$ cat config.mk
export PLATFORM = sky130hd
export DESIGN_NAME = lap_sensor_qualifier_flat
export DESIGN_NICKNAME = d
export VERILOG_FILES = /design/src/design/lsq_pkg.sv /design/src/design/lsq_if.sv /design/src/design/lsq_lane.sv /design/src/design/lsq_button.sv /design/src/design/lsq_led.sv /design/src/design/lap_sensor_qualifier.sv /design/src/flat_wrapper.sv
export SDC_FILE = /design/constraint.sdc
export NUM_CORES = 1
export LEC_CHECK = 0
export BUFFER_PORTS_ARGS = -buffer_cell sky130_fd_sc_hd__buf_2
export CORE_MARGIN = 2
export CORE_UTILIZATION = 50
export CTS_CLUSTER_SIZE = 25
export DETAILED_ROUTE_END_ITERATION = 10
export PLACE_DENSITY = 0.66
export SETUP_SLACK_MARGIN = 0.4
export SLEW_MARGIN = 15
export SYNTH_ARGS = -nofsm -noshare
export SYNTH_HDL_FRONTEND = slang
export SYNTH_SLANG_ARGS = --single-unit
export TNS_END_PERCENT = 100
$ cat constraint.sdc
create_clock -name clk -period 10.8 [get_ports clk]
set_input_delay 1.08 -clock clk [delete_from_list [all_inputs] [get_ports clk]]
set_output_delay 1.08 -clock clk [all_outputs]
set_load 0.02 [all_outputs]
$ cat src/design/lsq_pkg.sv
// Package for the lap sensor qualifier: register indexes, reset values,
// button phase codes and the configuration struct. No dependencies.
`default_nettype none

package lsq_pkg;

  localparam int unsigned CFG_IDX_W  = 2;
  localparam int unsigned CFG_DATA_W = 16;
  localparam int unsigned BLINK_W    = 10;
  localparam int unsigned HOLD_W     = 16;
  localparam int unsigned FIELD_LANES = 4;

  localparam logic [CFG_IDX_W-1:0] CFG_POWER_ON     = 2'd0;
  localparam logic [CFG_IDX_W-1:0] CFG_BLINK_PERIOD = 2'd1;
  localparam logic [CFG_IDX_W-1:0] CFG_LANE_LOCKOUT = 2'd2;
  localparam logic [CFG_IDX_W-1:0] CFG_BUTTON_HOLD  = 2'd3;

  localparam logic [BLINK_W-1:0] BLINK_RESET   = 10'd1000;
  localparam logic [HOLD_W-1:0]  LOCKOUT_RESET = 16'd2400;
  localparam logic [HOLD_W-1:0]  HOLD_RESET    = 16'd300;

  localparam logic [1:0] PH_IDLE     = 2'd0;
  localparam logic [1:0] PH_HELD     = 2'd1;
  localparam logic [1:0] PH_REPORTED = 2'd2;

  typedef struct packed {
    logic               power_on;
    logic [BLINK_W-1:0] blink_period;
    logic [HOLD_W-1:0]  lane_lockout;
    logic [HOLD_W-1:0]  button_hold;
  } cfg_t;

endpackage

`default_nettype wire

$ cat src/design/lsq_if.sv
// Valid/ready channel interfaces for tick items and result items.
// Depends on nothing.
`default_nettype none

interface lsq_in_if;
  logic       valid;
  logic       ready;
  logic [3:0] lane_levels;
  logic       pause_level;

  modport source (output valid, lane_levels, pause_level, input ready);
  modport sink   (input valid, lane_levels, pause_level, output ready);
endinterface

interface lsq_out_if;
  logic       valid;
  logic       ready;
  logic [3:0] lane_events;
  logic       pause_event;
  logic       led_on;

  modport source (output valid, lane_events, pause_event, led_on, input ready);
  modport sink   (input valid, lane_events, pause_event, led_on, output ready);
endinterface

`default_nettype wire

$ cat src/design/lsq_lane.sv
// One lane's crossing qualifier: lockout stamp and latch.
// Depends on lsq_pkg.
`default_nettype none

module lsq_lane
  import lsq_pkg::*;
#(
  parameter int unsigned TIME_BITS = 32
) (
  input  wire logic                 clk,
  input  wire logic                 rst_n,
  input  wire logic                 tick_en,
  input  wire logic [TIME_BITS-1:0] now,
  input  wire cfg_t                 cfg,
  input  wire logic                 level,
  output logic                      hit
);

  logic [TIME_BITS-1:0] stamp_r, stamp_nxt;
  logic                 latched_r, latched_nxt;
  logic                 past;

  assign past = (now - stamp_r) > {{(TIME_BITS-HOLD_W){1'b0}}, cfg.lane_lockout};

  always_comb begin
    hit         = 1'b0;
    stamp_nxt   = stamp_r;
    latched_nxt = latched_r;
    if (cfg.power_on) begin
      if (level && past && !latched_r) begin
        hit         = 1'b1;
        stamp_nxt   = now;
        latched_nxt = 1'b1;
      end
      if (!level && past) begin
        latched_nxt = 1'b0;
      end
    end
  end

  always_ff @(posedge clk) begin
    if (!rst_n) begin
      stamp_r   <= '0;
      latched_r <= 1'b0;
    end else if (tick_en) begin
      stamp_r   <= stamp_nxt;
      latched_r <= latched_nxt;
    end
  end

endmodule

`default_nettype wire

$ cat src/design/lsq_button.sv
// Pause button hold qualifier: idle / held / reported phases with a stamp.
// Depends on lsq_pkg.
`default_nettype none

module lsq_button
  import lsq_pkg::*;
#(
  parameter int unsigned TIME_BITS = 32
) (
  input  wire logic                 clk,
  input  wire logic                 rst_n,
  input  wire logic                 tick_en,
  input  wire logic [TIME_BITS-1:0] now,
  input  wire cfg_t                 cfg,
  input  wire logic                 pressed,
  output logic                      press_evt
);

  logic [1:0]           phase_r, phase_nxt;
  logic [TIME_BITS-1:0] stamp_r, stamp_nxt;
  logic [TIME_BITS-1:0] hold_ext;

  assign hold_ext = {{(TIME_BITS-HOLD_W){1'b0}}, cfg.button_hold};

  // Steps run in order; each sees the phase and stamp left by the one before.
  always_comb begin
    phase_nxt = phase_r;
    stamp_nxt = stamp_r;
    press_evt = 1'b0;
    if (!pressed && phase_nxt == PH_REPORTED) begin
      stamp_nxt = now;
      phase_nxt = PH_IDLE;
    end
    if (pressed && phase_nxt == PH_IDLE) begin
      phase_nxt = PH_HELD;
      stamp_nxt = now;
    end
    if (pressed && phase_nxt == PH_HELD && (now - stamp_nxt) > hold_ext) begin
      phase_nxt = PH_REPORTED;
      press_evt = 1'b1;
    end
    if (!pressed && (now - stamp_nxt) > hold_ext) begin
      phase_nxt = PH_IDLE;
    end
  end

  always_ff @(posedge clk) begin
    if (!rst_n) begin
      phase_r <= PH_IDLE;
      stamp_r <= '0;
    end else if (tick_en) begin
      phase_r <= phase_nxt;
      stamp_r <= stamp_nxt;
    end
  end

endmodule

`default_nettype wire

$ cat src/design/lsq_led.sv
// Status LED blinker: toggles once the period has elapsed, steady on at period 1.
// Depends on lsq_pkg.
`default_nettype none

module lsq_led
  import lsq_pkg::*;
#(
  parameter int unsigned TIME_BITS = 32
) (
  input  wire logic                 clk,
  input  wire logic                 rst_n,
  input  wire logic                 tick_en,
  input  wire logic [TIME_BITS-1:0] now,
  input  wire cfg_t                 cfg,
  output logic                      led_nxt
);

  logic [TIME_BITS-1:0] stamp_r, stamp_nxt;
  logic                 led_r;

  always_comb begin
    stamp_nxt = stamp_r;
    led_nxt   = led_r;
    if ((now - stamp_r) > {{(TIME_BITS-BLINK_W){1'b0}}, cfg.blink_period}) begin
      stamp_nxt = now;
      led_nxt   = (cfg.blink_period == BLINK_W'(1)) ? 1'b1 : !led_r;
    end
  end

  always_ff @(posedge clk) begin
    if (!rst_n) begin
      stamp_r <= '0;
      led_r   <= 1'b0;
    end else if (tick_en) begin
      stamp_r <= stamp_nxt;
      led_r   <= led_nxt;
    end
  end

endmodule

`default_nettype wire

$ cat src/design/lap_sensor_qualifier.sv
// Lap sensor qualifier: one tick item in, one result item out.
// Channels: in_ch carries one millisecond tick (lane sensor levels, pause
// button level); out_ch carries the qualified lane crossings, pause press
// and LED level for that tick. Both are valid/ready; a transfer happens on
// a rising edge with valid and ready high.
// Configuration: cfg_we/cfg_index/cfg_wdata write power_on, blink_period,
// lane_lockout and button_hold; write only while no tick is in flight.
// Latency: the result of a tick is valid the cycle after its transfer.
// Throughput: one tick per cycle while out_ch.ready is high. The tick's
// whole update (elapsed-time subtract and compare per lane, button and
// LED) runs in the cycle it is taken, straight into the output register.
// Stall: the output register holds its result while out_ch.ready is low;
// in_ch.ready follows it, so a new tick is taken in the same cycle the
// held result leaves.
// Reset (rst_n low, synchronous): tick counter, stamps, latches, button
// phase and LED cleared, registers to their defaults, output empty.
// Depends on lsq_pkg, lsq_if, lsq_lane, lsq_button, lsq_led.
`default_nettype none

module lap_sensor_qualifier
  import lsq_pkg::*;
#(
  parameter int unsigned LANE_COUNT = 4,
  parameter int unsigned TIME_BITS  = 32
) (
  input  wire logic                  clk,
  input  wire logic                  rst_n,
  lsq_in_if.sink                     in_ch,
  lsq_out_if.source                  out_ch,
  input  wire logic                  cfg_we,
  input  wire logic [CFG_IDX_W-1:0]  cfg_index,
  input  wire logic [CFG_DATA_W-1:0] cfg_wdata
);

  cfg_t                  cfg_r;
  logic [TIME_BITS-1:0]  tick_r;
  logic                  tick_en;
  logic [LANE_COUNT-1:0] lane_hit;
  logic [FIELD_LANES-1:0] events_nxt;
  logic                  pause_nxt;
  logic                  led_nxt;

  logic                   out_valid_r;
  logic [FIELD_LANES-1:0] events_r;
  logic                   pause_r;
  logic                   led_r;

  assign in_ch.ready = !out_valid_r || out_ch.ready;
  assign tick_en     = in_ch.valid && in_ch.ready;

  always_ff @(posedge clk) begin
    if (!rst_n) begin
      cfg_r.power_on     <= 1'b0;
      cfg_r.blink_period <= BLINK_RESET;
      cfg_r.lane_lockout <= LOCKOUT_RESET;
      cfg_r.button_hold  <= HOLD_RESET;
    end else if (cfg_we) begin
      unique case (cfg_index)
        CFG_POWER_ON:     cfg_r.power_on     <= cfg_wdata[0];
        CFG_BLINK_PERIOD: cfg_r.blink_period <= cfg_wdata[BLINK_W-1:0];
        CFG_LANE_LOCKOUT: cfg_r.lane_lockout <= cfg_wdata[HOLD_W-1:0];
        CFG_BUTTON_HOLD:  cfg_r.button_hold  <= cfg_wdata[HOLD_W-1:0];
      endcase
    end
  end

  always_ff @(posedge clk) begin
    if (!rst_n) begin
      tick_r <= '0;
    end else if (tick_en) begin
      tick_r <= tick_r + TIME_BITS'(1);
    end
  end

  for (genvar i = 0; i < LANE_COUNT; i++) begin : g_lane
    logic level;
    // lanes past the field width have no sensor and read low
    if (i < FIELD_LANES) begin : g_wired
      assign level = in_ch.lane_levels[i];
    end else begin : g_unwired
      assign level = 1'b0;
    end
    lsq_lane #(.TIME_BITS(TIME_BITS)) u_lane (
      .clk     (clk),
      .rst_n   (rst_n),
      .tick_en (tick_en),
      .now     (tick_r),
      .cfg     (cfg_r),
      .level   (level),
      .hit     (lane_hit[i])
    );
  end

  for (genvar j = 0; j < FIELD_LANES; j++) begin : g_evt
    if (j < LANE_COUNT) begin : g_used
      assign events_nxt[j] = lane_hit[j];
    end else begin : g_none
      assign events_nxt[j] = 1'b0;
    end
  end

  lsq_button #(.TIME_BITS(TIME_BITS)) u_button (
    .clk       (clk),
    .rst_n     (rst_n),
    .tick_en   (tick_en),
    .now       (tick_r),
    .cfg       (cfg_r),
    .pressed   (in_ch.pause_level),
    .press_evt (pause_nxt)
  );

  lsq_led #(.TIME_BITS(TIME_BITS)) u_led (
    .clk     (clk),
    .rst_n   (rst_n),
    .tick_en (tick_en),
    .now     (tick_r),
    .cfg     (cfg_r),
    .led_nxt (led_nxt)
  );

  always_ff @(posedge clk) begin
    if (!rst_n) begin
      out_valid_r <= 1'b0;
    end else if (in_ch.ready) begin
      out_valid_r <= in_ch.valid;
    end
  end

  always_ff @(posedge clk) begin
    if (tick_en) begin
      events_r <= events_nxt;
      pause_r  <= pause_nxt;
      led_r    <= led_nxt;
    end
  end

  assign out_ch.valid       = out_valid_r;
  assign out_ch.lane_events = events_r;
  assign out_ch.pause_event = pause_r;
  assign out_ch.led_on      = led_r;

endmodule

`default_nettype wire

$ cat src/flat_wrapper.sv
// flat-port wrapper written by rule: the top's interface ports become plain ports
module lap_sensor_qualifier_flat import lsq_pkg::*;
#(
  parameter int unsigned LANE_COUNT = 4,
  parameter int unsigned TIME_BITS  = 32
)
  (clk, rst_n, cfg_we, cfg_index, cfg_wdata, in_ch_valid, in_ch_lane_levels, in_ch_pause_level, in_ch_ready, out_ch_valid, out_ch_lane_events, out_ch_pause_event, out_ch_led_on, out_ch_ready);
  lsq_in_if in_ch_i ();
  lsq_out_if out_ch_i ();
  input  wire logic clk;
  input  wire logic rst_n;
  input  wire logic cfg_we;
  input  wire logic [CFG_IDX_W-1:0] cfg_index;
  input  wire logic [CFG_DATA_W-1:0] cfg_wdata;
  input wire logic [$bits(in_ch_i.valid)-1:0] in_ch_valid;
  input wire logic [$bits(in_ch_i.lane_levels)-1:0] in_ch_lane_levels;
  input wire logic [$bits(in_ch_i.pause_level)-1:0] in_ch_pause_level;
  output wire logic [$bits(in_ch_i.ready)-1:0] in_ch_ready;
  output wire logic [$bits(out_ch_i.valid)-1:0] out_ch_valid;
  output wire logic [$bits(out_ch_i.lane_events)-1:0] out_ch_lane_events;
  output wire logic [$bits(out_ch_i.pause_event)-1:0] out_ch_pause_event;
  output wire logic [$bits(out_ch_i.led_on)-1:0] out_ch_led_on;
  input wire logic [$bits(out_ch_i.ready)-1:0] out_ch_ready;
  assign in_ch_i.valid = in_ch_valid;
  assign in_ch_i.lane_levels = in_ch_lane_levels;
  assign in_ch_i.pause_level = in_ch_pause_level;
  assign in_ch_ready = in_ch_i.ready;
  assign out_ch_valid = out_ch_i.valid;
  assign out_ch_lane_events = out_ch_i.lane_events;
  assign out_ch_pause_event = out_ch_i.pause_event;
  assign out_ch_led_on = out_ch_i.led_on;
  assign out_ch_i.ready = out_ch_ready;
  lap_sensor_qualifier #(.LANE_COUNT(LANE_COUNT), .TIME_BITS(TIME_BITS)) u_core (.clk(clk), .rst_n(rst_n), .in_ch(in_ch_i), .out_ch(out_ch_i), .cfg_we(cfg_we), .cfg_index(cfg_index), .cfg_wdata(cfg_wdata));
endmodule
# Yosys cells after proc, flatten, opt, wreduce, memory -nomap -nowiden
# Cells that the tools add are included.
[op_classes] n_mux=21 eq_ne=6 n_lt_le_gt_ge=6 n_reduce_logical=49 add_sub_neg=7
[ops] operator="$sub A32 B32 Y32" count=6
[ops] operator="$gt A32 B16 Y1" count=5
[ops] operator="$mux W32" count=2
[ops] operator="$add A32 B1 Y32 const B" count=1
[ops] operator="$gt A32 B10 Y1" count=1
[ops] operator="$reduce_and A3 Y1" count=8
[ops] operator="$logic_and A1 B1 Y1" count=18
[ops] operator="$mux W1" count=15
[ops] operator="$logic_not A1 Y1" count=11
[ops] operator="$eq A10 B1 Y1 const B" count=1
[ops] operator="$reduce_and A2 Y1" count=5
[ops] operator="$mux W2" count=4
[ops] operator="$reduce_bool A2 Y1" count=4
[ops] operator="$eq A2 B2 Y1 const B" count=3
[ops] operator="$eq A2 B1 Y1 const B" count=2
[ops] operator="$logic_not A2 Y1" count=2
[ops] operator="$logic_or A1 B1 Y1" count=1
[word_totals] reg_bits=281 out_inout_bits=8 elab_cells=110 in_bits=28

# Longest topological paths before layout
[depth] ltp_word=11 depth_mapped=30 ltp_nobuf=27

# Hierarchy
# Synthesis repeated with hierarchy kept, for this count alone.
[hier_totals] hier_cells=3545 hier_area_um2=26892.0
[by_module_without_submodules] mod="lsq_lane (u_core.g_lane[1].u_lane ...)" n_inst=3 seq_area_each_um2=660.6 area_each_um2=3971.3 cells_each=527
[by_module_without_submodules] mod="lsq_button" n_inst=1 seq_area_each_um2=680.7 area_each_um2=4136.5 cells_each=564
[by_module_without_submodules] mod="lsq_lane (u_core.g_lane[0].u_lane)" n_inst=1 seq_area_each_um2=660.6 area_each_um2=3822.4 cells_each=502
[by_module_without_submodules] mod="lsq_led" n_inst=1 seq_area_each_um2=660.6 area_each_um2=3724.8 cells_each=505
[by_module_without_submodules] mod="lap_sensor_qualifier" n_inst=1 seq_area_each_um2=1701.6 area_each_um2=3294.4 cells_each=393

# Worst setup path before layout
# No wires, ideal clock.
[synth_path] path_kind="input -> register" from="input in_ch_pause_level" to="register u_core.u_button.phase_r[1]" required_time_ps=10738 path_buffers=3 setup_time_ps=62 cell_stages=28 arrival_time_ps=6297 setup_slack_ps=4441 cell_sequence="xnor2_1 > or2_0 > buf_2 > clkbuf_1 > buf_1 > o21ai_0 > ha_1 > or2_2 > a41oi_1 > a211oi_1 > a21oi_1 > a21oi_1 > o21bai_1 > and3_1 > a21oi_1 > mux2_2 > a22oi_1 > ha_1 > and4_1 > nand3_1 > o32ai_1 > nor4_1 > o21ai_0 > nor3_1 > o2111a_1 > nand4b_1 > or4_1 > nand3_1"
[synth_via] elab_chain_cells=11 word_cells_on_any_way=16 classes_between="add/sub (1); order compare (1); eq/ne (1); mux (6); reduce/logical (7)"
[synth_lines] element="start: declaration" line_no="flat_wrapper.sv:17" rtl="input wire logic [$bits(in_ch_i.pause_level)-1:0] in_ch_pause_level;"
[synth_lines] element="$logic_not A1 Y1" line_no="lsq_button.sv:30" rtl="if (!pressed && phase_nxt == PH_REPORTED) begin"
[synth_lines] element="$logic_and A1 B1 Y1" line_no="lsq_button.sv:30"
[synth_lines] element="$mux W2" line_no="lsq_button.sv:30"
[synth_lines] element="$logic_not A2 Y1" line_no="lsq_button.sv:34" rtl="if (pressed && phase_nxt == PH_IDLE) begin"
[synth_lines] element="$logic_and A1 B1 Y1" line_no="lsq_button.sv:34"
[synth_lines] element="$mux W32 (*)" line_no="lsq_button.sv:34"
[synth_lines] element="named net u_core.u_button.stamp_nxt[0]" line_no="lsq_button.sv:20" rtl="logic [TIME_BITS-1:0] stamp_r, stamp_nxt;"
[synth_lines] element="$sub A32 B32 Y32 (*)" line_no="lsq_button.sv:38, lsq_button.sv:42"
[synth_lines] element="$gt A32 B16 Y1 (*)" line_no="lsq_button.sv:38, lsq_button.sv:42"
[synth_lines] element="$logic_and A1 B1 Y1" line_no="lsq_button.sv:38" rtl="if (pressed && phase_nxt == PH_HELD && (now - stamp_nxt) > hold_ext) begin"
[synth_lines] element="$mux W2" line_no="lsq_button.sv:38"
[synth_lines] element="$mux W2 (*)" line_no="lsq_button.sv:42" rtl="if (!pressed && (now - stamp_nxt) > hold_ext) begin"
[synth_lines] element="end signal: assignment" line_no="lsq_button.sv:52" rtl="phase_r <= phase_nxt;"
[synth_lines] element="end: declaration" line_no="lsq_button.sv:19" rtl="logic [1:0] phase_r, phase_nxt;"
# The timed path passes the listed nets; every way through them passes the cells marked *.
# A chain may end at the register's enable or synchronous reset.

# Final worst setup path
[layout_path] from="register u_core.tick_r[0]" to="register u_core.g_lane[3].u_lane.stamp_r[31]"
[layout_via] elab_chain_cells=5
[layout_lines] element="start: declaration" line_no="lap_sensor_qualifier.sv:36" rtl="logic [TIME_BITS-1:0] tick_r;"
[layout_lines] element="start signal: assignment" line_no="lap_sensor_qualifier.sv:71" rtl="tick_r <= tick_r + TIME_BITS'(1);"
[layout_lines] element="$sub A32 B32 Y32" line_no="lsq_lane.sv:23" rtl="assign past = (now - stamp_r) > {{(TIME_BITS-HOLD_W){1'b0}}, cfg.lane_lockout};"
[layout_lines] element="$gt A32 B16 Y1" line_no="lsq_lane.sv:23"
[layout_lines] element="$logic_and A1 B1 Y1 (2 in series)" line_no="lsq_lane.sv:30" rtl="if (level && past && !latched_r) begin"
[layout_lines] element="$reduce_and A3 Y1 (no source line)"
[layout_lines] element="end signal: assignment" line_no="lsq_lane.sv:46" rtl="stamp_r <= stamp_nxt;"
[layout_lines] element="end: declaration" line_no="lsq_lane.sv:19" rtl="logic [TIME_BITS-1:0] stamp_r, stamp_nxt;"
# No other way between the ends.

==> impl_metrics.ini <==
[outcome]
status = finished clean

[clock_tree]
cts_sinks = 281
clk_pin_slew_worst_paths_ns = 0.06
clockRootBuffer = clkbuf_16
cts_setup_buffers = 0
cts_tree = yes
cts_resized = 0
htree_levels = 2
cts_hold_buf = 0
clock_path_buffers = 3
cts_made_buffers = 35
clk_latency_ns = 0.55

[logic_synthesis]
ys_warn_count = 0
synth-edff-count = 6
async_flop_share = 0
syn_area_per_cell_um2 = 7.68
synth_cells = 3205
seq_area_frac_synth = 0.231
synth-seq-cells = 281
ys.flop_type = dfxtp_1
synth_fp_nets = 3505
ys_types = 89
synth_area_um2 = 24600

[critical_path]
worstPathArrival_ns = 7.27
crit_start = u_core.tick_r[0]
path_max_fanout = 32
critPathRequiredTime_ns = 11.23
r2r_start = u_core.tick_r[0]
worstSetupStartpointType = register
crit_path_end_kind = register
criticalPathCategory = register to register

[floorplan]
rows = 81
pin_count = 36
die_w_um = 226
core_area_um2 = 48700
die_height_um = 226
initial_core_util = 0.505
die_area_um2 = 51000

[drt]
drc_errors = 0
ant_nets = 0
viasPerCell = 6.04
drt-total-wl_um = 81900
drt_iter0_drc = 1908
dr.pass1.iters = 6
wl_per_cell_um = 21.2
num_vias = 23300

[grt]
met2_usage = 0.546
met3_usage = 0.0470
antenna_found_initial = 1
grt_pass1_wl_um = 127000
busiest_layer = met2
gr-total-overflow = 0
use_met1 = 0.403
track_usage = 0.320
grt_max_degree = 167
grt_pass1_vias = 22700

[layout]
layout-drive-gt1-share = 0.0516
mostFrequentLayoutCells = 525 x nand2_1, 275 x dfxtp_1, 267 x ha_1
nNetsFinal = 3471
synthToLayoutAreaGrowth_pct = 7.57
postLayoutCoreUtil = 0.543
stdcell_count = 3864
final_common_cell = nand2_1

[timing]
hold_viol = 0
timing.final.crit_period_ns = 6.84
tns_ns = 0
fin_crit_sh = 0.633
slew_headroom = 0.204
max_slew.worst_pin.slew_ns = 1.19
grt_setup_unrepaired = false
clock_skew_ns = 0.0274
final-setup-viol-count = 0
slew_violations = 0
holdWs_ns = 0.458
fmax_mhz = 146

[power_and_ir_drop]
leakagePower_nw = 12.3
power_mw = 2.79
peakVddDrop_v = 0.000151
power_per_cell_area_nw_per_um2 = 105

[placed_design]
dp_hpwl_um = 62800
port_buffers = 35
gp_congestion = 0.979
place_inst = 3798

[flow_run]
drv_cap = 0

[worst_hold_path]
hp-class = register to register
hp-start = u_core.g_lane[3].u_lane.stamp_r[26]
## registers in the layout (all words and copies together), names as in the netlist, 2 cells and up
signal and flops:
u_core.tick_r 32, u_core.g_lane.u_lane.latched_r 4, u_core.cfg_r 43, u_core.u_button.phase_r 2
u_core.u_led.stamp_r 32, u_core.g_lane.u_lane.stamp_r 128, u_core.u_button.stamp_r 32, u_core.out_ch.lane_events 4
## area by class of cell
cell class              count  area (um2)
clock buffers              48        1010
multi-input cells        2527       17400
clock inverters            16         205
repair buffers             60         384
inverters                 266         998
diodes                      2        5.00
well taps                 664         831
flip-flops and latches    281        5690
fillers                  4672       22300
## critical path: stages, from the launching register on
cell       delay [ns]
dfxtp_1          0.35
inv_1            0.31
ha_1             0.24
inv_1            0.05
fa_1             0.41
a211oi_1         0.33
o21ai_0          0.20
and2_1           0.22
a21o_1           0.18
a21oi_1          0.22
o21bai_1         0.09
a21oi_1          0.17
xnor2_1          0.09
ha_1             0.32
nand4_1          0.14
nor4_1           0.57
o22ai_1          0.18
nor4_1           0.26
o21ai_0          0.12
a2111oi_0        0.42
nand4_1          0.15
nor4_1           0.20
nand4_1          0.27
nand2_2          0.89
mux2i_1          0.30
## metrics by stage
stage                     worst slack, ns  cell area [um2]
final                                3.96            26500
after global routing                 3.36            26500
after CTS                            3.95            26500
after detailed placement             4.07            25200
after global placement               4.19            25200
after floorplan                      4.44            24600
## cells in the mapped netlist, drive strengths merged (7+ instances only)
| cell type | instances | share of area |
|---|---|---|
| o21a | 40 | 0.012 |
| o22ai | 15 | 0.0038 |
| a31oi | 23 | 0.0058 |
| nor2b | 31 | 0.0079 |
| a221oi | 12 | 0.0045 |
| ha | 267 | 0.14 |
| o21ai | 146 | 0.030 |
| and3 | 29 | 0.0074 |
| mux2i | 190 | 0.077 |
| o2111ai | 10 | 0.0036 |
| nor4 | 20 | 0.0053 |
| or3 | 23 | 0.0063 |
| and4 | 10 | 0.0036 |
| or2 | 9 | 0.0023 |
| a21oi | 216 | 0.044 |
| nor2 | 147 | 0.022 |
| o21bai | 25 | 0.0076 |
| nand4 | 59 | 0.015 |
| xor2 | 65 | 0.023 |
| o31a | 10 | 0.0036 |
| nand2 | 527 | 0.080 |
| clkbuf | 104 | 0.016 |
| a211oi | 26 | 0.0081 |
| dfxtp | 275 | 0.22 |
| a2111oi | 12 | 0.0045 |
| nand2b | 33 | 0.0084 |
| o221ai | 10 | 0.0036 |
| or4 | 9 | 0.0027 |
| inv | 265 | 0.040 |
| maj3 | 7 | 0.0028 |
| buf | 27 | 0.0079 |
| xnor2 | 89 | 0.032 |
| mux2 | 10 | 0.0046 |
| o211ai | 48 | 0.015 |
| o31ai | 11 | 0.0034 |
| a21o | 78 | 0.024 |
| a21boi | 76 | 0.023 |
| nor3 | 45 | 0.0092 |
| nand3 | 65 | 0.014 |
| and2 | 41 | 0.010 |
## cell families (layout without fill, tap and decap cells)
kind of cell / Yosys count / in the layout / share of synthesized area
flip-flops: 281 / 281 / 0.231
multiplexers: 200 / 200 / 0.0819
AND/OR/NAND/NOR: 1065 / 1065 / 0.202
adder cells (fa/ha/maj): 279 / 279 / 0.143
other: 0 / 2 / 0
buffers and inverters: 397 / 390 / 0.0644
AO/OA/AOI/OAI: 829 / 829 / 0.223
XOR/XNOR: 154 / 154 / 0.0548
## metal layers
layer / vias up / wire [um]
li1: 11400 / -
met1: 11100 / 35400
met2: 705 / 38200
met3: 161 / 4780
met4: 0 / 3540
met5: - / 0
## report_power, final
group	internal, mW	leakage (nW)	switching, mW	total (mW)
clock	0.754	0.585	0.499	1.25
sequential	1.05	2.28	0.00682	1.06
combinational	0.185	9.48	0.292	0.477
## final timing paths
| path | end | cells past startpoint | slack, ns |
|---|---|---|---|
| worst max-delay path | u_core.g_lane[3].u_lane.stamp_r[31] | 24 | 3.96 |
| worst min-delay path | u_core.g_lane[3].u_lane.stamp_r[26] | 2 | 0.46 |
| worst max register to register | u_core.g_lane[3].u_lane.stamp_r[31] | 24 | 3.96 |
| worst min register to register | u_core.g_lane[3].u_lane.stamp_r[26] | 2 | 0.46 |
No activity file was read; power rests on OpenSTA's default activity.
